<file path="config.mk">
export PLATFORM = sky130hd
export DESIGN_NAME = source_text_tokenizer_flat
export DESIGN_NICKNAME = d
export VERILOG_FILES = /design/src/hdl/stt_pkg.sv /design/src/hdl/stt_req_if.sv /design/src/hdl/stt_rsp_if.sv /design/src/hdl/source_text_tokenizer.sv /design/src/hdl/stt_front.sv /design/src/hdl/stt_queue.sv /design/src/hdl/stt_back.sv /design/src/flat_wrapper.sv
export VERILOG_INCLUDE_DIRS = /design/src /design/src/hdl
export SDC_FILE = /design/constraint.sdc
export NUM_CORES = 1
export LEC_CHECK = 0
export BUFFER_PORTS_ARGS = -buffer_cell sky130_fd_sc_hd__buf_2
export CORE_UTILIZATION = 28
export CTS_BUF_LIST = sky130_fd_sc_hd__clkbuf_16
export CTS_CLUSTER_DIAMETER = 200
export DETAILED_ROUTE_END_ITERATION = 10
export PLACE_DENSITY = 0.51
export RECOVER_POWER = 50
export SYNTH_ARGS = -nofsm -noshare
export SYNTH_HDL_FRONTEND = slang
export SYNTH_SLANG_ARGS = --single-unit
</file>
<file path="constraint.sdc">
create_clock -name clock -period 36.2 [get_ports clock]
set_input_delay 1.81 -clock clock [delete_from_list [all_inputs] [get_ports clock]]
set_output_delay 1.81 -clock clock [all_outputs]
set_load 0.05 [all_outputs]
</file>
<file path="src/hdl/source_text_tokenizer_defines.svh">
// assertion macros for the tokenizer top level
`ifndef SOURCE_TEXT_TOKENIZER_DEFINES_SVH
`define SOURCE_TEXT_TOKENIZER_DEFINES_SVH

// same-cycle implication, held off during reset
`define STT_ASSERT_IMP(label, clk, rst, ante, cons) \
   label: assert property (@(posedge clk) disable iff (rst) (ante) |-> (cons)) \
      else $error("assertion failed");

// next-cycle implication, held off during reset
`define STT_ASSERT_NXT(label, clk, rst, ante, cons) \
   label: assert property (@(posedge clk) disable iff (rst) (ante) |=> (cons)) \
      else $error("assertion failed");

`endif

</file>
<file path="src/hdl/stt_pkg.sv">
// types, token codes and character helpers of the source text tokenizer
package stt_pkg;

   localparam int BATCH_MAX = 8;
   localparam int Q_DEPTH   = 2;

   localparam logic [5:0] T_LPAREN    = 6'd0;
   localparam logic [5:0] T_RPAREN    = 6'd1;
   localparam logic [5:0] T_LBRACE    = 6'd2;
   localparam logic [5:0] T_RBRACE    = 6'd3;
   localparam logic [5:0] T_LBRACKET  = 6'd4;
   localparam logic [5:0] T_RBRACKET  = 6'd5;
   localparam logic [5:0] T_COMMA     = 6'd6;
   localparam logic [5:0] T_NEWLINE   = 6'd7;
   localparam logic [5:0] T_STRING    = 6'd8;
   localparam logic [5:0] T_EQ        = 6'd9;
   localparam logic [5:0] T_ASSIGN    = 6'd10;
   localparam logic [5:0] T_PLUSPLUS  = 6'd11;
   localparam logic [5:0] T_ARROW     = 6'd12;
   localparam logic [5:0] T_NUMBER    = 6'd13;
   localparam logic [5:0] T_AT_ARGS   = 6'd14;
   localparam logic [5:0] T_DIRECTIVE = 6'd15;
   localparam logic [5:0] T_DOT       = 6'd16;
   localparam logic [5:0] T_COLON     = 6'd17;
   localparam logic [5:0] T_DIV       = 6'd18;
   localparam logic [5:0] T_MOD       = 6'd19;
   localparam logic [5:0] T_ARGS      = 6'd20;
   localparam logic [5:0] T_IDENT     = 6'd21;
   localparam logic [5:0] T_KW0       = 6'd22;
   localparam logic [5:0] T_END       = 6'd34;

   localparam logic [47:0] ARGS_WIN = 48'("args");
   localparam logic [31:0] ARGS_TXT = "args";

   localparam logic [47:0] KW_WORD [12] = '{
      48'("func"), 48'("if"), 48'("else"), 48'("while"), 48'("break"), 48'("let"),
      48'("mut"), 48'("asm"), 48'("static"), 48'("return"), 48'("Format"),
      48'("UseLib")};
   localparam logic [2:0] KW_LEN [12] = '{
      3'd4, 3'd2, 3'd4, 3'd5, 3'd5, 3'd3, 3'd3, 3'd3, 3'd6, 3'd6, 3'd6, 3'd6};

   typedef enum logic [3:0] {
      M_IDLE, M_ID, M_ID_LB, M_NUM, M_DQ, M_SQ, M_EQ1, M_PLUS1,
      M_MINUS1, M_DOT1, M_COLON1, M_LABEL, M_AT1, M_DIR_HOLD, M_DIR_LB, M_DIR_REST
   } mode_type;

   typedef struct packed {
      logic [7:0] text_byte;
      logic       has_byte;
      logic       token_end;
      logic [5:0] token_type;
   } item_type;

   typedef struct packed {
      item_type [BATCH_MAX-1:0] items;
      logic [3:0]               count;
   } batch_type;

   typedef struct packed {
      logic      valid;
      batch_type batch;
   } push_type;

   typedef struct packed {
      logic full;
      logic empty;
   } q_status_type;

   typedef struct packed {
      logic     emit;
      item_type item;
      mode_type mode;
      logic     word;
   } idle_res_type;

   function automatic item_type mk_item(logic [7:0] b, logic has, logic e, logic [5:0] t);
      item_type it;
      it.text_byte  = has ? b : 8'd0;
      it.has_byte   = has;
      it.token_end  = e;
      it.token_type = e ? t : 6'd0;
      return it;
   endfunction

   function automatic logic is_digit(logic [7:0] c);
      return c >= "0" && c <= "9";
   endfunction

   function automatic logic is_alpha(logic [7:0] c);
      return (c >= "a" && c <= "z") || (c >= "A" && c <= "Z");
   endfunction

   function automatic logic is_word(logic [7:0] c);
      return is_alpha(c) || is_digit(c) || c == "_";
   endfunction

   function automatic logic [5:0] kw_type(logic [47:0] win, logic [2:0] len);
      logic [5:0] t;
      t = T_IDENT;
      for (int k = 11; k >= 0; k--) begin
         if (len == KW_LEN[k] && win == KW_WORD[k]) t = 6'(T_KW0 + k);
      end
      return t;
   endfunction

   // what a byte does when no token is open
   function automatic idle_res_type idle_fn(logic [7:0] c);
      idle_res_type r;
      r.emit = 1'b1;
      r.item = mk_item(c, 1'b1, 1'b0, 6'd0);
      r.mode = M_IDLE;
      r.word = 1'b0;
      case (c)
         " ", "\t", "\r": r.emit = 1'b0;
         "(":  r.item = mk_item(c, 1'b1, 1'b1, T_LPAREN);
         ")":  r.item = mk_item(c, 1'b1, 1'b1, T_RPAREN);
         "{":  r.item = mk_item(c, 1'b1, 1'b1, T_LBRACE);
         "}":  r.item = mk_item(c, 1'b1, 1'b1, T_RBRACE);
         "[":  r.item = mk_item(c, 1'b1, 1'b1, T_LBRACKET);
         "]":  r.item = mk_item(c, 1'b1, 1'b1, T_RBRACKET);
         ",":  r.item = mk_item(c, 1'b1, 1'b1, T_COMMA);
         "\n": r.item = mk_item(c, 1'b1, 1'b1, T_NEWLINE);
         "/":  r.item = mk_item(c, 1'b1, 1'b1, T_DIV);
         "%":  r.item = mk_item(c, 1'b1, 1'b1, T_MOD);
         "\"": r.mode = M_DQ;
         "'":  r.mode = M_SQ;
         "=":  r.mode = M_EQ1;
         "+":  r.mode = M_PLUS1;
         "-":  r.mode = M_MINUS1;
         ".":  r.mode = M_DOT1;
         ":":  r.mode = M_COLON1;
         "@": begin
            r.emit = 1'b0;
            r.mode = M_AT1;
         end
         default: begin
            if (is_digit(c)) begin
               r.mode = M_NUM;
            end else if (is_alpha(c) || c == "_") begin
               r.mode = M_ID;
               r.word = 1'b1;
            end else begin
               r.item = mk_item(c, 1'b1, 1'b1, T_IDENT);
            end
         end
      endcase
      return r;
   endfunction

endpackage

</file>
<file path="src/hdl/stt_req_if.sv">
// input channel: source bytes with end flag
interface stt_req_if;
   logic       valid;
   logic       ready;
   logic [7:0] source_byte;
   logic       end_of_source;

   modport source (output valid, source_byte, end_of_source, input ready);
   modport sink (input valid, source_byte, end_of_source, output ready);
endinterface

</file>
<file path="src/hdl/stt_rsp_if.sv">
// result channel: token text bytes and token ends
interface stt_rsp_if;
   logic       valid;
   logic       ready;
   logic [7:0] text_byte;
   logic       has_byte;
   logic       token_end;
   logic [5:0] token_type;
   logic       last;

   modport source (output valid, text_byte, has_byte, token_end, token_type, last,
                   input ready);
   modport sink (input valid, text_byte, has_byte, token_end, token_type, last,
                 output ready);
endinterface

</file>
<file path="src/hdl/source_text_tokenizer.sv">
// Source text tokenizer: one source byte per req_chan transaction in, token text
// bytes and token ends out on rsp_chan, each with a type code (END closes the text).
// A req transaction carries source_byte and end_of_source; each one yields zero to
// seven rsp transactions, the final one flagged by last.
// The front lexer classifies a byte in the cycle it is taken and writes its whole
// batch of results into a two-entry queue; the back plays a batch out at one rsp
// transaction per cycle while rsp_chan.ready is high, from a registered output.
// Throughput: one req per cycle while every byte yields at most one result and
// rsp_chan.ready stays high; a byte that yields several results holds the back
// until all are played out, and the two-entry queue soaks up short bursts before
// req_chan.ready drops. The results of a byte pass through a queue entry and then
// the back's output register before they reach rsp_chan.
// Reset (synchronous, active high) returns the lexer to idle between tokens and
// empties the queue and the output register.
// When rsp_chan.ready is low the output holds its item, the queue fills and then
// req_chan.ready falls until space frees; nothing is dropped.
`include "source_text_tokenizer_defines.svh"
module source_text_tokenizer import stt_pkg::*; (
   input logic       clock,
   input logic       reset,
   stt_req_if.sink   req_chan,
   stt_rsp_if.source rsp_chan
);

   push_type     q_push;
   batch_type    q_head;
   q_status_type q_stat;
   logic         q_pop;

   stt_front u_front (
      .clock  (clock),
      .reset  (reset),
      .req    (req_chan),
      .q_full (q_stat.full),
      .push   (q_push)
   );

   stt_queue u_queue (
      .clock  (clock),
      .reset  (reset),
      .push   (q_push),
      .pop    (q_pop),
      .head   (q_head),
      .status (q_stat)
   );

   stt_back u_back (
      .clock  (clock),
      .reset  (reset),
      .head   (q_head),
      .status (q_stat),
      .pop    (q_pop),
      .rsp    (rsp_chan)
   );

   `STT_ASSERT_IMP(a_no_overflow, clock, reset, q_push.valid, !q_stat.full)
   `STT_ASSERT_IMP(a_status_sane, clock, reset, q_stat.full, !q_stat.empty)
   `STT_ASSERT_NXT(a_end_emits, clock, reset,
                   req_chan.valid && req_chan.ready && req_chan.end_of_source,
                   !q_stat.empty || rsp_chan.valid)

endmodule

</file>
<file path="src/hdl/stt_front.sv">
// front end: lexer state and per-byte classification into a batch of results
module stt_front import stt_pkg::*; (
   input  logic     clock,
   input  logic     reset,
   stt_req_if.sink  req,
   input  logic     q_full,
   output push_type push
);

   mode_type     mode_ff, mode_in;
   logic [47:0]  win_ff, win_in;
   logic [2:0]   len_ff, len_in;
   logic [3:0]   n;
   item_type [BATCH_MAX-1:0] items;
   logic [7:0]   c;
   logic         eos;
   logic         fire;
   logic         do_idle, do_rest, do_flush, do_hold, do_atargs, eos_dir;
   logic [2:0]   flush_cnt;
   idle_res_type idl;

   assign c         = req.source_byte;
   assign eos       = req.end_of_source;
   assign req.ready = !q_full;
   assign fire      = req.valid && req.ready;
   assign idl       = idle_fn(c);

   always_comb begin
      mode_in   = mode_ff;
      win_in    = win_ff;
      len_in    = len_ff;
      n         = 4'd0;
      items     = '0;
      do_idle   = 1'b0;
      do_rest   = 1'b0;
      do_flush  = 1'b0;
      do_hold   = 1'b0;
      do_atargs = 1'b0;
      eos_dir   = 1'b0;
      flush_cnt = 3'd0;
      if (eos) begin
         unique case (mode_ff)
            M_ID: begin
               items[n[2:0]] = mk_item(8'd0, 1'b0, 1'b1, kw_type(win_ff, len_ff)); n = n + 4'd1;
            end
            M_ID_LB: begin
               items[n[2:0]] = mk_item(8'd0, 1'b0, 1'b1, T_IDENT); n = n + 4'd1;
               items[n[2:0]] = mk_item("[", 1'b1, 1'b1, T_LBRACKET); n = n + 4'd1;
            end
            M_NUM: begin
               items[n[2:0]] = mk_item(8'd0, 1'b0, 1'b1, T_NUMBER); n = n + 4'd1;
            end
            M_DQ: begin
               items[n[2:0]] = mk_item("\"", 1'b1, 1'b1, T_STRING); n = n + 4'd1;
            end
            M_SQ: begin
               items[n[2:0]] = mk_item("'", 1'b1, 1'b1, T_STRING); n = n + 4'd1;
            end
            M_EQ1: begin
               items[n[2:0]] = mk_item(8'd0, 1'b0, 1'b1, T_ASSIGN); n = n + 4'd1;
            end
            M_PLUS1, M_MINUS1, M_LABEL: begin
               items[n[2:0]] = mk_item(8'd0, 1'b0, 1'b1, T_IDENT); n = n + 4'd1;
            end
            M_DOT1: begin
               items[n[2:0]] = mk_item(8'd0, 1'b0, 1'b1, T_DOT); n = n + 4'd1;
            end
            M_COLON1: begin
               items[n[2:0]] = mk_item(8'd0, 1'b0, 1'b1, T_COLON); n = n + 4'd1;
            end
            M_AT1: begin
               items[n[2:0]] = mk_item("@", 1'b1, 1'b1, T_IDENT); n = n + 4'd1;
            end
            M_DIR_HOLD, M_DIR_LB: begin
               do_flush = 1'b1;
               eos_dir  = 1'b1;
            end
            M_DIR_REST: begin
               items[n[2:0]] = mk_item(8'd0, 1'b0, 1'b1, T_DIRECTIVE); n = n + 4'd1;
            end
            M_IDLE: ;
         endcase
      end else begin
         unique case (mode_ff)
            M_IDLE: do_idle = 1'b1;
            M_ID: begin
               if (is_word(c)) begin
                  items[n[2:0]] = mk_item(c, 1'b1, 1'b0, 6'd0); n = n + 4'd1;
                  win_in = {win_ff[39:0], c};
                  len_in = (len_ff == 3'd7) ? len_ff : len_ff + 3'd1;
               end else if (c == "[" && len_ff == 3'd4 && win_ff == ARGS_WIN) begin
                  mode_in = M_ID_LB;
               end else begin
                  items[n[2:0]] = mk_item(8'd0, 1'b0, 1'b1, kw_type(win_ff, len_ff));
                  n = n + 4'd1;
                  do_idle = 1'b1;
               end
            end
            M_ID_LB: begin
               if (c == "]") begin
                  items[n[2:0]] = mk_item("[", 1'b1, 1'b0, 6'd0); n = n + 4'd1;
                  items[n[2:0]] = mk_item("]", 1'b1, 1'b1, T_ARGS); n = n + 4'd1;
                  mode_in = M_IDLE;
                  win_in  = '0;
                  len_in  = '0;
               end else begin
                  items[n[2:0]] = mk_item(8'd0, 1'b0, 1'b1, T_IDENT); n = n + 4'd1;
                  items[n[2:0]] = mk_item("[", 1'b1, 1'b1, T_LBRACKET); n = n + 4'd1;
                  do_idle = 1'b1;
               end
            end
            M_NUM: begin
               if (is_digit(c)) begin
                  items[n[2:0]] = mk_item(c, 1'b1, 1'b0, 6'd0); n = n + 4'd1;
               end else if (c == "h" || c == "H") begin
                  items[n[2:0]] = mk_item(c, 1'b1, 1'b1, T_NUMBER); n = n + 4'd1;
                  mode_in = M_IDLE;
                  win_in  = '0;
                  len_in  = '0;
               end else begin
                  items[n[2:0]] = mk_item(8'd0, 1'b0, 1'b1, T_NUMBER); n = n + 4'd1;
                  do_idle = 1'b1;
               end
            end
            M_DQ, M_SQ: begin
               if ((mode_ff == M_DQ && c == "\"") || (mode_ff == M_SQ && c == "'")) begin
                  items[n[2:0]] = mk_item(c, 1'b1, 1'b1, T_STRING); n = n + 4'd1;
                  mode_in = M_IDLE;
                  win_in  = '0;
                  len_in  = '0;
               end else begin
                  items[n[2:0]] = mk_item(c, 1'b1, 1'b0, 6'd0); n = n + 4'd1;
               end
            end
            M_EQ1, M_PLUS1: begin
               if ((mode_ff == M_EQ1 && c == "=") || (mode_ff == M_PLUS1 && c == "+")) begin
                  items[n[2:0]] = mk_item(c, 1'b1, 1'b1,
                                          (mode_ff == M_EQ1) ? T_EQ : T_PLUSPLUS);
                  n = n + 4'd1;
                  mode_in = M_IDLE;
                  win_in  = '0;
                  len_in  = '0;
               end else begin
                  items[n[2:0]] = mk_item(8'd0, 1'b0, 1'b1,
                                          (mode_ff == M_EQ1) ? T_ASSIGN : T_IDENT);
                  n = n + 4'd1;
                  do_idle = 1'b1;
               end
            end
            M_MINUS1: begin
               if (c == ">") begin
                  items[n[2:0]] = mk_item(c, 1'b1, 1'b1, T_ARROW); n = n + 4'd1;
                  mode_in = M_IDLE;
                  win_in  = '0;
                  len_in  = '0;
               end else if (is_digit(c)) begin
                  items[n[2:0]] = mk_item(c, 1'b1, 1'b0, 6'd0); n = n + 4'd1;
                  mode_in = M_NUM;
               end else begin
                  items[n[2:0]] = mk_item(8'd0, 1'b0, 1'b1, T_IDENT); n = n + 4'd1;
                  do_idle = 1'b1;
               end
            end
            M_DOT1: begin
               if (is_digit(c)) begin
                  items[n[2:0]] = mk_item(c, 1'b1, 1'b0, 6'd0); n = n + 4'd1;
                  mode_in = M_NUM;
               end else if (is_alpha(c) || c == "_") begin
                  items[n[2:0]] = mk_item(c, 1'b1, 1'b0, 6'd0); n = n + 4'd1;
                  mode_in = M_LABEL;
               end else begin
                  items[n[2:0]] = mk_item(8'd0, 1'b0, 1'b1, T_DOT); n = n + 4'd1;
                  do_idle = 1'b1;
               end
            end
            M_COLON1: begin
               if (is_alpha(c) || c == "_") begin
                  items[n[2:0]] = mk_item(c, 1'b1, 1'b0, 6'd0); n = n + 4'd1;
                  mode_in = M_LABEL;
               end else begin
                  items[n[2:0]] = mk_item(8'd0, 1'b0, 1'b1, T_COLON); n = n + 4'd1;
                  do_idle = 1'b1;
               end
            end
            M_LABEL: begin
               if (is_word(c)) begin
                  items[n[2:0]] = mk_item(c, 1'b1, 1'b0, 6'd0); n = n + 4'd1;
               end else begin
                  items[n[2:0]] = mk_item(8'd0, 1'b0, 1'b1, T_IDENT); n = n + 4'd1;
                  do_idle = 1'b1;
               end
            end
            M_AT1: begin
               if (is_alpha(c)) begin
                  win_in  = '0;
                  len_in  = '0;
                  do_hold = 1'b1;
               end else begin
                  items[n[2:0]] = mk_item("@", 1'b1, 1'b1, T_IDENT); n = n + 4'd1;
                  do_idle = 1'b1;
               end
            end
            M_DIR_HOLD: do_hold = 1'b1;
            M_DIR_LB: begin
               do_flush = 1'b1;
               if (c == "]") begin
                  items[n[2:0]] = mk_item("@", 1'b1, 1'b0, 6'd0); n = n + 4'd1;
                  do_atargs = 1'b1;
               end else begin
                  do_rest = 1'b1;
               end
            end
            M_DIR_REST: do_rest = 1'b1;
         endcase
      end

      // directive word that may still turn into args
      if (do_hold) begin
         if (len_in < 3'd4) begin
            if (c == ARGS_TXT[8*(3-len_in[1:0]) +: 8]) begin
               win_in  = {win_in[39:0], c};
               len_in  = len_in + 3'd1;
               mode_in = M_DIR_HOLD;
            end else begin
               do_flush = 1'b1;
               do_rest  = 1'b1;
            end
         end else if (c == "[") begin
            mode_in = M_DIR_LB;
         end else begin
            do_flush = 1'b1;
            do_rest  = 1'b1;
         end
      end

      // release held directive bytes, oldest first
      if (do_flush) begin
         flush_cnt = (len_in > 3'd4) ? 3'd4 : len_in;
         for (int k = 3; k >= 0; k--) begin
            if (3'(k) < flush_cnt) begin
               items[n[2:0]] = mk_item(win_in[8*k +: 8], 1'b1, 1'b0, 6'd0); n = n + 4'd1;
            end
         end
         win_in = '0;
         len_in = '0;
      end

      if (do_atargs) begin
         items[n[2:0]] = mk_item("[", 1'b1, 1'b0, 6'd0); n = n + 4'd1;
         items[n[2:0]] = mk_item("]", 1'b1, 1'b1, T_AT_ARGS); n = n + 4'd1;
         mode_in = M_IDLE;
      end

      if (eos_dir) begin
         items[n[2:0]] = mk_item(8'd0, 1'b0, 1'b1, T_DIRECTIVE); n = n + 4'd1;
      end

      if (do_rest) begin
         if (c == " " || c == "\t" || c == "{" || c == "\n" || c == "\r") begin
            items[n[2:0]] = mk_item(8'd0, 1'b0, 1'b1, T_DIRECTIVE); n = n + 4'd1;
            do_idle = 1'b1;
         end else begin
            items[n[2:0]] = mk_item(c, 1'b1, 1'b0, 6'd0); n = n + 4'd1;
            mode_in = M_DIR_REST;
         end
      end

      // close done, byte starts over from idle
      if (do_idle) begin
         mode_in = idl.mode;
         win_in  = idl.word ? {40'd0, c} : 48'd0;
         len_in  = idl.word ? 3'd1 : 3'd0;
         if (idl.emit) begin
            items[n[2:0]] = idl.item; n = n + 4'd1;
         end
      end

      if (eos) begin
         items[n[2:0]] = mk_item(8'd0, 1'b0, 1'b1, T_END); n = n + 4'd1;
         mode_in = M_IDLE;
         win_in  = '0;
         len_in  = '0;
      end
   end

   assign push.valid       = fire && (n != 4'd0);
   assign push.batch.items = items;
   assign push.batch.count = n;

   always_ff @(posedge clock) begin
      if (reset) begin
         mode_ff <= M_IDLE;
         win_ff  <= '0;
         len_ff  <= '0;
      end else if (fire) begin
         mode_ff <= mode_in;
         win_ff  <= win_in;
         len_ff  <= len_in;
      end
   end

endmodule

</file>
<file path="src/hdl/stt_queue.sv">
// two-entry batch queue between front and back
module stt_queue import stt_pkg::*; (
   input  logic         clock,
   input  logic         reset,
   input  push_type     push,
   input  logic         pop,
   output batch_type    head,
   output q_status_type status
);

   batch_type  mem_ff [Q_DEPTH];
   logic       wr_ff, wr_in;
   logic       rd_ff, rd_in;
   logic [1:0] cnt_ff, cnt_in;
   logic       do_push, do_pop;

   assign do_push      = push.valid && (cnt_ff != 2'(Q_DEPTH));
   assign do_pop       = pop && (cnt_ff != 2'd0);
   assign head         = mem_ff[rd_ff];
   assign status.full  = (cnt_ff == 2'(Q_DEPTH));
   assign status.empty = (cnt_ff == 2'd0);

   always_comb begin
      wr_in  = do_push ? !wr_ff : wr_ff;
      rd_in  = do_pop ? !rd_ff : rd_ff;
      cnt_in = cnt_ff + {1'b0, do_push} - {1'b0, do_pop};
   end

   always_ff @(posedge clock) begin
      if (reset) begin
         wr_ff  <= 1'b0;
         rd_ff  <= 1'b0;
         cnt_ff <= 2'd0;
      end else begin
         wr_ff  <= wr_in;
         rd_ff  <= rd_in;
         cnt_ff <= cnt_in;
      end
   end

   always_ff @(posedge clock) begin
      if (do_push) mem_ff[wr_ff] <= push.batch;
   end

endmodule

</file>
<file path="src/hdl/stt_back.sv">
// back end: plays out one batch, one result transaction per cycle while rsp.ready is high
module stt_back import stt_pkg::*; (
   input  logic         clock,
   input  logic         reset,
   input  batch_type    head,
   input  q_status_type status,
   output logic         pop,
   stt_rsp_if.source    rsp
);

   batch_type  cur_ff, cur_in;
   logic [2:0] idx_ff, idx_in;
   logic       vld_ff, vld_in;
   logic       fire, at_last;
   item_type   it;

   assign fire    = rsp.valid && rsp.ready;
   assign at_last = (idx_ff == 3'(cur_ff.count - 4'd1));
   assign pop     = (!vld_ff || (fire && at_last)) && !status.empty;

   always_comb begin
      cur_in = cur_ff;
      idx_in = idx_ff;
      vld_in = vld_ff;
      if (pop) begin
         cur_in = head;
         idx_in = 3'd0;
         vld_in = 1'b1;
      end else if (fire) begin
         if (at_last) vld_in = 1'b0;
         else idx_in = idx_ff + 3'd1;
      end
   end

   assign it             = cur_ff.items[idx_ff];
   assign rsp.valid      = vld_ff;
   assign rsp.text_byte  = it.text_byte;
   assign rsp.has_byte   = it.has_byte;
   assign rsp.token_end  = it.token_end;
   assign rsp.token_type = it.token_type;
   assign rsp.last       = at_last;

   always_ff @(posedge clock) begin
      if (reset) begin
         vld_ff <= 1'b0;
         idx_ff <= 3'd0;
      end else begin
         vld_ff <= vld_in;
         idx_ff <= idx_in;
      end
   end

   always_ff @(posedge clock) begin
      cur_ff <= cur_in;
   end

endmodule

</file>
<file path="src/flat_wrapper.sv">
// flat-port wrapper written by rule: the top's interface ports become plain ports
module source_text_tokenizer_flat import stt_pkg::*;
  (clock, reset, req_chan_valid, req_chan_source_byte, req_chan_end_of_source, req_chan_ready, rsp_chan_valid, rsp_chan_text_byte, rsp_chan_has_byte, rsp_chan_token_end, rsp_chan_token_type, rsp_chan_last, rsp_chan_ready);
  stt_req_if req_chan_i ();
  stt_rsp_if rsp_chan_i ();
  input logic clock;
  input logic reset;
  input wire logic [$bits(req_chan_i.valid)-1:0] req_chan_valid;
  input wire logic [$bits(req_chan_i.source_byte)-1:0] req_chan_source_byte;
  input wire logic [$bits(req_chan_i.end_of_source)-1:0] req_chan_end_of_source;
  output wire logic [$bits(req_chan_i.ready)-1:0] req_chan_ready;
  output wire logic [$bits(rsp_chan_i.valid)-1:0] rsp_chan_valid;
  output wire logic [$bits(rsp_chan_i.text_byte)-1:0] rsp_chan_text_byte;
  output wire logic [$bits(rsp_chan_i.has_byte)-1:0] rsp_chan_has_byte;
  output wire logic [$bits(rsp_chan_i.token_end)-1:0] rsp_chan_token_end;
  output wire logic [$bits(rsp_chan_i.token_type)-1:0] rsp_chan_token_type;
  output wire logic [$bits(rsp_chan_i.last)-1:0] rsp_chan_last;
  input wire logic [$bits(rsp_chan_i.ready)-1:0] rsp_chan_ready;
  assign req_chan_i.valid = req_chan_valid;
  assign req_chan_i.source_byte = req_chan_source_byte;
  assign req_chan_i.end_of_source = req_chan_end_of_source;
  assign req_chan_ready = req_chan_i.ready;
  assign rsp_chan_valid = rsp_chan_i.valid;
  assign rsp_chan_text_byte = rsp_chan_i.text_byte;
  assign rsp_chan_has_byte = rsp_chan_i.has_byte;
  assign rsp_chan_token_end = rsp_chan_i.token_end;
  assign rsp_chan_token_type = rsp_chan_i.token_type;
  assign rsp_chan_last = rsp_chan_i.last;
  assign rsp_chan_i.ready = rsp_chan_ready;
  source_text_tokenizer u_core (.clock(clock), .reset(reset), .req_chan(req_chan_i), .rsp_chan(rsp_chan_i));
endmodule
</file>
=== Yosys cells after proc, flatten, opt, wreduce, memory -nomap -nowiden ===
Memory sizes are Yosys's and may differ from the RTL's. A register that Yosys moved wholly into a read port is not among the register bits.
Cells that the tools add are included.

* Add/sub/neg operators: 17
* Order comparisons: 33
* Equality and inequality tests: 63
* Shift-type cells: 1
* Muxes and demuxes: 204
* Bitwise gates (word level): 16
* Reductions and logical operators: 74

{| class="wikitable"
|+ Operators by type and width
! cell !! count
|-
| 2-to-1 mux 128 bit || 15
|-
| bitwise mux 128 bit || 6
|-
| 2-to-1 mux 48 bit || 15
|-
| demux 16 bit (select 3 bit) || 10
|-
| 2-to-1 mux 16 bit || 22
|-
| one-hot mux 48 bit (7 select lines) || 1
|-
| == test 48 x 47 -> 1 bit (second input constant) || 4
|-
| bitwise AND 88 bit || 2
|-
| inverter 88 bit || 2
|-
| one-hot mux 16 bit (11 select lines) || 1
|-
| one-hot mux 15 bit (10 select lines) || 1
|-
| == test 48 x 23 -> 1 bit (second input constant) || 3
|-
| == test 48 x 31 -> 1 bit (second input constant) || 3
|-
| 2-to-1 mux 4 bit || 35
|-
| == test 8 x 6 -> 1 bit (second input constant) || 14
|-
| bitwise AND 104 bit || 1
|-
| inverter 104 bit || 1
|-
| == test 48 x 39 -> 1 bit (second input constant) || 2
|-
| bitwise AND 80 bit || 1
|-
| inverter 80 bit || 1
|-
| bitwise OR 40 bit || 2
|-
| bitwise OR 80 bit || 1
|-
| one-hot mux 7 bit (11 select lines) || 1
|-
| == test 8 x 7 -> 1 bit (second input constant) || 9
|-
| other kinds (67) || 255
|}

* Flip-flop bits (word level): 63
* Bits in writable memories: 264
* Word-level logic and storage cells: 417
* Memories: 1

{| class="wikitable"
|+ Memories
! name !! depth !! width !! read ports !! clocked after memory_dff !! write ports !! line !! source
|-
| u_core.u_queue.mem_ff || 2 || 132 || 1 || 1 || 1 || stt_queue.sv:11 || <nowiki>batch_type mem_ff [Q_DEPTH];</nowiki>
|}

=== Depth between registers and ports, before layout ===
Gate-level depths: netlist (run 1).

* Depth in word-level cells: 46
* Gate-level depth with buffers: 57
* Gate-level depth less buffers: 53

=== Hierarchy ===
A second synthesis (run 1) with hierarchy kept.

* Cells, all modules: 2414
* Area total of the unflattened synthesis: 26497.9 um^2

{| class="wikitable"
|+ By module, submodules not included
! module !! times used !! cells each !! area each (um^2) !! seq. area each (um^2)
|-
| stt_front || 1 || 1757 || 11197.0 || 1101.1
|-
| stt_queue || 1 || 438 || 10088.4 || 8027.7
|-
| stt_back || 1 || 219 || 5212.5 || 4013.8
|}

=== Worst setup path before layout (run 1) ===
No wires, ideal clock.

* Kind: input to register
* Start: in req_chan_source_byte[7]
* End: mem u_core.u_queue.mem_ff[1][0] (netlist name), enable pin
* Arrival time: 14.371 ns
* Slack: 21.324 ns
* Stages: 50
* Cell sequence: buf_4 and2b_1 nand4_1 a32oi_2 nand4_2 o31ai_2 and2_1 clkbuf_1 ha_1 xnor2_1 or4_1 clkbuf_1 nor2_2 a31o_2 a21oi_1 inv_1 ha_1 nor2_1 [14 not listed] nor2_1 or2_2 inv_1 ha_1 nand2_1 and2_1 clkbuf_1 inv_1 ha_1 inv_1 mux2i_1 nor2_1 inv_1 ha_1 xnor3_1 a221o_1 nand3_1 and2_1

* Longest elaborated chain between the ends: 45
* Elaborated cells between the ends (all ways): 134

{| class="wikitable"
|+ RTL lines
! what !! line !! source
|-
| from (decl) || flat_wrapper.sv:9 || <nowiki>input wire logic [$bits(req_chan_i.source_byte)-1:0] req_chan_source_byte;</nowiki>
|-
| >= comparator 8 x 7 -> 1 bit / less-or-equal comparator 8 x 7 -> 1 bit (equally long branches) || stt_pkg.sv:90 || <nowiki>return (c >= "a" && c <= "z") || (c >= "A" && c <= "Z");</nowiki>
|-
| logical AND 1 bit || stt_pkg.sv:90 ||
|-
| logical OR 1 bit || stt_pkg.sv:90 ||
|-
| logical OR 1 bit (2 in series) || stt_pkg.sv:94 || <nowiki>return is_alpha(c) || is_digit(c) || c == "_";</nowiki>
|-
| 2-to-1 mux 3 bit || stt_front.sv:87 || <nowiki>if (is_word(c)) begin</nowiki>
|-
| one-hot mux 3 bit (7 select lines) || stt_front.sv:84 || <nowiki>unique case (mode_ff)</nowiki>
|-
| 2-to-1 mux 3 bit || stt_front.sv:41 || <nowiki>if (eos) begin</nowiki>
|-
| subtractor 2 x 2 -> 3 bit || stt_front.sv:220 || <nowiki>if (c == ARGS_TXT[8*(3-len_in[1:0]) +: 8]) begin</nowiki>
|-
| [28 not listed] || -- ||
|-
| 2-to-1 mux 4 bit (*) || stt_front.sv:269 || <nowiki>if (do_idle) begin</nowiki>
|-
| adder 4 x 1 -> 4 bit || stt_front.sv:279 || <nowiki>items[n[2:0]] = mk_item(8'd0, 1'b0, 1'b1, T_END); n = n + 4'd1;</nowiki>
|-
| 2-to-1 mux 4 bit (*) || stt_front.sv:278 || <nowiki>if (eos) begin</nowiki>
|-
| nonzero test 4 bit (*) || stt_front.sv:286 || <nowiki>assign push.valid = fire && (n != 4'd0);</nowiki>
|-
| logical AND 1 bit (*) || stt_front.sv:286 ||
|-
| logical AND 1 bit (*) || stt_queue.sv:17 || <nowiki>assign do_push = push.valid && (cnt_ff != 2'(Q_DEPTH));</nowiki>
|-
| 2-to-1 mux 1 bit (*) || stt_queue.sv:42 || <nowiki>if (do_push) mem_ff[wr_ff] <= push.batch;</nowiki>
|-
| 2-to-1 mux 1 bit (implied by the code) (*) || stt_queue.sv:42 ||
|-
| to (decl) || stt_queue.sv:11 ||
|}

Every way passes the cells marked *; elsewhere a longest branch is shown, timed or not. The select of a mux whose other input is x is not followed.

==> reports/results.txt, run 1 <==
Max-cap violations in this run came to 8. The H-tree generated during clock tree synthesis spans 2 levels. In this run the tightest slew margin relative to its limit is -191%.

After synthesis, the netlist uses 121 different library cells. The part of the cycle the worst path needs works out to 49.2%. Once routing completed, OpenROAD measured the worst setup slack at 18390 ps.

For the clock latency of the later-clocked register in the worst-skew pair, the log shows 620 ps. The worst path needs 17810 ps of the cycle, external delays included. The via count of the first global-routing pass is 20500, and the number of buffers inserted by post-CTS setup repair is 0. The logs give 0 for the remaining design rule violation count and 94900 sq um for the die outline area. The power density normalized to cell area was 54.4 nW/um^2; the standby leakage power was 9.60 nW.

The most numerous cell type found on the critical path is ha_1. The tree is rooted in a clkbuf_16. By instance count, the leading cell after synthesis is edfxtp_1. After legalization and detailed placement, the total HPWL measured 70200 microns.

The worst hold path class was flip-flop to flip-flop. Among all flip-flop cells after synthesis, the most frequent one is edfxtp_1. The aggregate routed wire length came out at 97600 microns. For this design, the slowest cell found on the critical path is nor3_1. No sink is reached through more buffers than the 3 on the longest clock path. Clock-pin slew was measured on the worst setup and hold paths at 60 ps. The y dimension of the die works out to 308 microns. The routed wirelength normalized by instance count is 26.4 microns.

The flow ran to the end, but the final reports show violations. For the data required time of the critical path, the log shows 36350 ps. Net switching is 30.8% of the power. In this run the worst path has a maximum fanout of 31.

The synthesized design contains 456 register bits. After floorplanning, the core was divided into 111 placement rows. The clock network power share was 29.6%; the number of nets with antenna violations after detailed routing was 0. STA classifies the critical path startpoint as a primary input. The clock sink count came out at 456.

The die width was 308 microns. The total of warnings raised by yosys came out at 0. The number of top-level design ports was 32. Setup repair after global routing left no endpoint under its margin. The setup slack after placement is 20320 ps, and the sequential share of power is 47.0%. The number of pins with negative max-slew slack in the final report is 367, and the total number of nets in the final design is 2456. The mean instance size in the synthesized netlist is 10.7 sq um, and the worst path arrival time is 17960 ps. Setup violations remaining at the end of the flow were counted as 0. In the post-synthesis netlist, the biggest area contributors are edfxtp_1 45%, mux2_2 6.4%, dfxtp_1 4.8%. The maximum achievable frequency was 56.2 MHz.

Clock skew on the completed layout was measured at 36.9 ps. The net load switching power came out at 0.000487 W. The endpoint kind of the worst setup timing path is a flip-flop.

The number of buffers inserted during clock tree synthesis came out at 47. The launch point of the worst reg-to-reg path is u_core.u_front.mode_ff[3]. In this run the cell area measured after placement is 27800 sq um.

The final hold violation count is 0, and the initial antenna violation count is 4. The worst setup path startpoint is req_chan_source_byte[2]. Post-CTS repair changed the size of 0 cells. VDD sags by at most 0.0338 mV. The cell count after synthesis came out at 2443. After synthesis, the share of flip-flops with an asynchronous set or reset is 0%. TritonCTS built the clock tree. Number of buffers and inverters on the critical path: 8.

The checks that failed: capacitance limit, slew limit. The number of port buffers came out at 31. From synthesis to final layout, the design area changed by 11.0%. In this run the cell area of the synthesized design comes to 26200 sq um. The first global-routing pass estimated 142000 microns of wire. For the pin with the worst max-slew slack, the measured transition is 4360 ps. Combinational logic is responsible for 23.4% of the overall power. The run gives 5 as the number of iterations in the first detailed-routing pass.

The quantity of hold-fixing buffers added after cts is 0. After the first detailed-routing iteration, the DRC count stood at 2378. The kind of critical path is primary input to flip-flop. The synthesized design contains 393 enable-type register cells.

The routed via count divided by cell count came out at 5.80. The via count is 21400, and the share of post-route cells with drive strength above 1 is 14.5%. The run gives 81 as the largest net degree at the start of global routing. Sequential element share of the synthesized area: 49.8%. By count the netlist is led by 393 x edfxtp_1, 244 x nor2_1, 195 x nand2_1. Internal power comes to 0.00110 W. Summing all non-filler instances in the final layout gives an area of 29100 sq um. For this configuration, the core starts out at a cell density of 28.4%.

In this run the most critical hold path is launched from u_core.u_queue.wr_ff. Across all hold checks on the routed design, the worst slack comes to 510 ps. The kind of cell with the highest combined delay along the critical path is simple AND/OR/NAND/NOR gates.

For the weighted congestion reported at the end of routability-driven placement, the log shows 0.962. The accumulated negative setup slack is 0 ps, and the total overflow reported by the global router is 0. The global-route usage over all layers was 20.1%; the top cell type's share of synthesized area was 45.0%.

The region available for standard cell placement spans 92200 sq um. The synthesized design spends more area on one cell type than any other, namely edfxtp_1. The largest single stage delay on the critical path is 2220 ps.
==> power groups by stage <==
stage	clock, W	combinational (W)	sequential [W]
floorplan	0	0.000269	0.000751
global placement	0	0.000370	0.000746
detailed placement	0	0.000371	0.000750
CTS	0.000479	0.000373	0.000739
global route	0.000499	0.000398	0.000756
finish	0.000468	0.000370	0.000744
==> flip-flops by register name (all words and copies together), names as in the netlist <==
signal                   flops
u_core.u_back.cur_ff       131
u_core.u_back.idx_ff         3
u_core.u_back.rsp.valid      1
u_core.u_front.len_ff        3
u_core.u_front.mode_ff       4
u_core.u_front.win_ff       48
u_core.u_queue.cnt_ff        2
u_core.u_queue.mem_ff      262
u_core.u_queue.rd_ff         1
u_core.u_queue.wr_ff         1
==> per-stage QoR <==
stage          total power, W  util (%)  std cells
2_1_floorplan         0.00102         -       2452
3_3_place_gp          0.00112      30.1       3610
3_5_place_dp          0.00112      30.1       3610
4_1_cts               0.00159      31.7       3696
5_1_grt               0.00165      31.5       3697
6_report              0.00158      31.6       3700
==> placed cells by master (no fill, tap or decap), types with 31 or more instances in the layout <==
cell type	instances
a22oi_1	72
edfxtp_1	393
mux2i_1	36
dfxtp_1	61
nor2_1	244
mux4_2	32
nand4_1	33
nor3_1	53
inv_1	41
o22ai_1	52
nand3_1	64
clkbuf_1	31
mux2_2	134
buf_4	45
clkbuf_16	48
a21oi_1	155
o21ai_0	107
nand2_1	196
a211oi_1	37
a22o_1	34
==> path summary, 6_finish.rpt <==
path / cells after the start / to / slack [ps]
hold / removal: 2 / u_core.u_queue.wr_ff / 510
hold reg to reg: 2 / u_core.u_queue.wr_ff / 510
setup / recovery: 45 / u_core.u_queue.mem_ff[1][113] / 18390
setup reg to reg: 45 / u_core.u_queue.mem_ff[1][113] / 20320
==> kinds of logic after synthesis <==
kind of cell    share of synthesized area (%)
fa+ha+maj                                1.24
compound gates                           18.4
other cells                            0.0143
simple gates                             15.5
buf+inv                                  3.28
flops                                    49.8
mux                                      10.5
xor+xnor                                 1.26
==> final cells by class <==
| cell class | count | area, sq um |
|---|---|---|
| Clock inverter | 38 | 275 |
| Inverter | 42 | 163 |
| Sequential cell | 456 | 13100 |
| Tap cell | 1243 | 1560 |
| Multi-Input combinational cell | 1783 | 12300 |
| Timing Repair Buffer | 87 | 509 |
| Clock buffer | 48 | 1200 |
| Antenna cell | 3 | 7.51 |
| Fill cell | 9424 | 63100 |
==> layer usage <==
layer	part of all wire, %	GRT usage (%)	vias up	wire length [microns]
met2	43	30.2	1059	42100
met3	7.0	3.22	238	6850
met1	45	28.2	10700	43500
met5	0.035	0	-	34
met4	5.2	9.57	4	5070
li1	-	-	9461	-
==> worst reg2reg max path: cells and delay by family (launching register included) <==
family | cells | cell delay, ps
xor+xnor | 3 | 670
compound gates | 12 | 3690
buf+inv | 7 | 1590
flops | 1 | 860
simple gates | 14 | 5940
mux | 2 | 500
fa+ha+maj | 7 | 2150
No activity file was read; power rests on OpenSTA's default activity.
==> inputs of run 2 (changes only) <==
--- a/config.mk
+++ b/config.mk
@@ -11,7 +11,7 @@
 export CTS_BUF_LIST = sky130_fd_sc_hd__clkbuf_16
 export CTS_CLUSTER_DIAMETER = 200
 export DETAILED_ROUTE_END_ITERATION = 10
-export PLACE_DENSITY = 0.51
+export PLACE_DENSITY = 0.52
 export RECOVER_POWER = 50
 export SYNTH_ARGS = -nofsm -noshare
 export SYNTH_HDL_FRONTEND = slang
==> constraint.sdc (replaced) <==
create_clock -name clock -period 16.13 [get_ports clock]
set_input_delay 0.8065 -clock clock [delete_from_list [all_inputs] [get_ports clock]]
set_output_delay 0.8065 -clock clock [all_outputs]
set_load 0.05 [all_outputs]
==> run 2 against run 1 <==
  * The flow still finishes with violations (capacitance limit, slew limit)
  * Register-to-register slack lost 19000 ps
  * Sequential cell count unchanged
  * Sequential power is 120% higher
==> reports/results.txt, run 2 (synthesis gave the netlist of run 1 again) <==
The flow ran to the end, but the final reports show violations. Violations in the final reports: capacitance limit, slew limit (unchanged). The run gives 9.65 nW (was 9.60 nW) as the standby leakage power. The via count of the first global-routing pass is 20400 (was 20500). The tools report the minimum hold slack as 493 ps (was 510 ps). The kind of critical path is flip-flop to flip-flop (was primary input to flip-flop).

The run gives 94900 sq um (unchanged) as the die outline area. The routed via count divided by cell count is 5.76 (was 5.80). The number of pins with negative max-slew slack in the final report is 359 (was 367). The cell at the root of the clock tree was clkbuf_16 (unchanged). Largest registers: u_core.u_queue.mem_ff x262, u_core.u_back.cur_ff x131, u_core.u_front.win_ff x48 (unchanged).

The worst hold path class was flip-flop to flip-flop (unchanged). In the finished design, the share of the clock period the worst path needs comes to 89.6%. The run gives 1690 ps (was 20320 ps) as the reg-to-reg setup timing slack. The transition time at the pin with the least slew margin came out at 4720 ps (was 4360 ps). The run gives 48 (was 47) as the number of buffers inserted during clock tree synthesis. TritonCTS built the clock tree. The number of flip-flops in the largest register was 262 (unchanged). The run gives -215% (was -191%) as the normalized max-slew margin. The routed wirelength normalized by instance count is 26.5 microns (was 26.4 microns). The via count was 21300 (was 21400); the number of iterations in the first detailed-routing pass was 7 (was 5). The tools report the number of cell rows as 111 (unchanged). The die width was 308 microns (unchanged); the longest individual stage delay on the worst path was 1300 ps (was 2220 ps). The cell with the most instances on the worst path was ha_1 (unchanged). The tools report the remaining design rule violation count as 0 (unchanged). The power density normalized to cell area is 122 nW/um^2 (was 54.4 nW/um^2). The cell type of the slowest stage on the worst timing path is nor3_1 (unchanged). The accumulated negative setup slack came out at 0 ps (unchanged).

The number of port buffers is 31 (unchanged). The number of antenna cells inserted is 0 (was 3). The logs give 16450 ps (was 36350 ps) for the data required time of the critical path and 71200 microns (was 70200 microns) for the placed wire-length estimate. The worst path arrival time was 14770 ps (was 17960 ps); the wire length of the first global-routing pass was 142000 microns (about the same). Launch point of the worst reg-to-reg path: u_core.u_front.mode_ff[0] (was u_core.u_front.mode_ff[3]).

The number of fill cells in the layout was 9446 (was 9424). The clock skew came out at 48.4 ps (was 36.9 ps). The run gives 0 (unchanged) as the quantity of hold-fixing buffers added after cts.

The run gives 1.02 (was 0.962) as the weighted congestion reported at the end of routability-driven placement. The worst setup path startpoint was u_core.u_front.mode_ff[0] (was req_chan_source_byte[2]). The area growth from synthesis to layout was 11.5% (was 11.0%); the global-route usage over all layers was 20.2% (was 20.1%).

The maximum fanout along the worst path came out at 19 (was 31). Origin of the worst min-delay path: u_core.u_queue.wr_ff (unchanged). The post-route minimum period was 14440 ps; the total overflow reported by the global router was 0 (unchanged). The most frequent standard cell in the layout excluding fill and tap cells is edfxtp_1 (unchanged). The clock latency of the later-clocked register in the worst-skew pair was 640 ps (was 620 ps).

The tools report the endpoint of the most critical register-to-register path as u_core.u_queue.mem_ff[0][77] (was u_core.u_queue.mem_ff[1][113]). The clock sink count was 456 (unchanged). For the largest net degree at the start of global routing, the log shows 84 (was 81). The core area was 92200 sq um (unchanged); the count of H-tree levels built during CTS was 2 (unchanged). The y dimension of the die was 308 microns (unchanged); the initial antenna violation count was 3 (was 4).

The total number of nets in the final design was 2461 (was 2456). The run gives 0 (unchanged) as the number of failing setup endpoints in the final timing report. The starting density of the core was 28.4% (unchanged); the final hold violation count was 0 (unchanged).

For the number of buffers between clock root and the deepest sink, the log shows 3 (unchanged). The total power is 0.00357 W (was 0.00158 W), and the clock-pin transition on the worst setup and hold timing paths is 70 ps (was 60 ps). The termination of the worst setup path was u_core.u_queue.mem_ff[0][77] (was u_core.u_queue.mem_ff[1][113]). The tools report the total of max-cap violations as 7 (was 8). The number of nets with antenna violations after detailed routing was 0 (unchanged); the share of post-route cells with drive strength above 1 was 15.1% (was 14.5%). The number of design-rule violations left by the first detailed-router iteration is 2373 (was 2378). The least setup slack across all paths after layout was 1690 ps (was 18390 ps).

Setup slack after placement: 1970 ps (was 20320 ps). The tools report the worst ir drop on vdd as 0.0795 mV (was 0.0338 mV). The register with the highest flop count is u_core.u_queue.mem_ff (unchanged). The number of top-level design ports came out at 32 (unchanged). The tools report the endpoint kind of the worst setup timing path as a flip-flop (unchanged).

Based on the critical path, the design can be clocked at up to 69.2 MHz. The run gives 97900 microns (was 97600 microns) as the aggregate routed wire length. The number of cell instances on the worst register-to-register path was 46 (was 45). Number of buffers inserted by post-CTS setup repair: 0 (unchanged).

The kind of start point of the critical path is a flip-flop (was a primary input). The run gives 0 (unchanged) as the number of instances resized during post-cts repair. Most frequent cells in the layout: 393 x edfxtp_1, 243 x nor2_1, 195 x nand2_1 (was 393 x edfxtp_1, 244 x nor2_1, 196 x nand2_1). Setup repair after global routing left no endpoint under its margin.
run 2: worst max-delay path, delay by kind of cell, from the launching register on:
family	cells	cell delay, ps
multiplexers	2	550
AND/OR/NAND/NOR	16	4950
XOR/XNOR	3	690
buffers and inverters	7	1830
flip-flops	1	730
adder cells (fa/ha/maj)	7	2030
AO/OA/AOI/OAI	11	3320
run 2: layer usage:
layer / share of wire (%) / track usage [%] / up-vias / wire length (microns)
li1: - / - / 9447 / -
met1: 44 / 27.6 / 10700 / 42900
met2: 46 / 32.1 / 967 / 44700
met3: 6.6 / 2.89 / 200 / 6470
met4: 4.0 / 7.84 / 2 / 3870
met5: 0.020 / 0 / - / 20
run 2: layout make-up:
type / count / area (sq um) / share of cell area [%]
Sequential cell: 456 / 13100 / 44.7
Multi-Input combinational cell: 1783 / 12400 / 42.3
Clock buffer: 48 / 1200 / 4.11
Tap cell: 1243 / 1560 / 5.32
Inverter: 42 / 163 / 0.557
Timing Repair Buffer: 91 / 558 / 1.91
Clock inverter: 38 / 334 / 1.14
run 2: how the worst min path moves through the flow:
stage | endpoint | slack, ps | cells after the start
6_report | u_core.u_queue.wr_ff | 490 | 2
4_1_cts | u_core.u_queue.wr_ff | 490 | 2
2_1_floorplan | u_core.u_queue.wr_ff | 460 | 2
5_1_grt | u_core.u_queue.wr_ff | 510 | 2
3_3_place_gp | u_core.u_queue.wr_ff | 490 | 2
3_5_place_dp | u_core.u_queue.wr_ff | 480 | 2
run 2: metrics by stage:
stage	util [%]	instance area [sq um]	instances
floorplan	-	26300	2452
global placement	30.2	27800	3615
detailed placement	30.2	27800	3615
CTS	31.9	29400	3701
global route	31.7	29200	3701
finish	31.7	29200	3701
run 2: power breakdown:
group / leakage (nW) / total, W / internal [W] / switching (W)
combinational: 4.57 / 0.000840 / 0.000292 / 0.000547
sequential: 4.30 / 0.00167 / 0.00160 / 0.0000700
clock: 0.785 / 0.00106 / 0.000597 / 0.000468
total: 9.65 / 0.00357 / 0.00249 / 0.00109
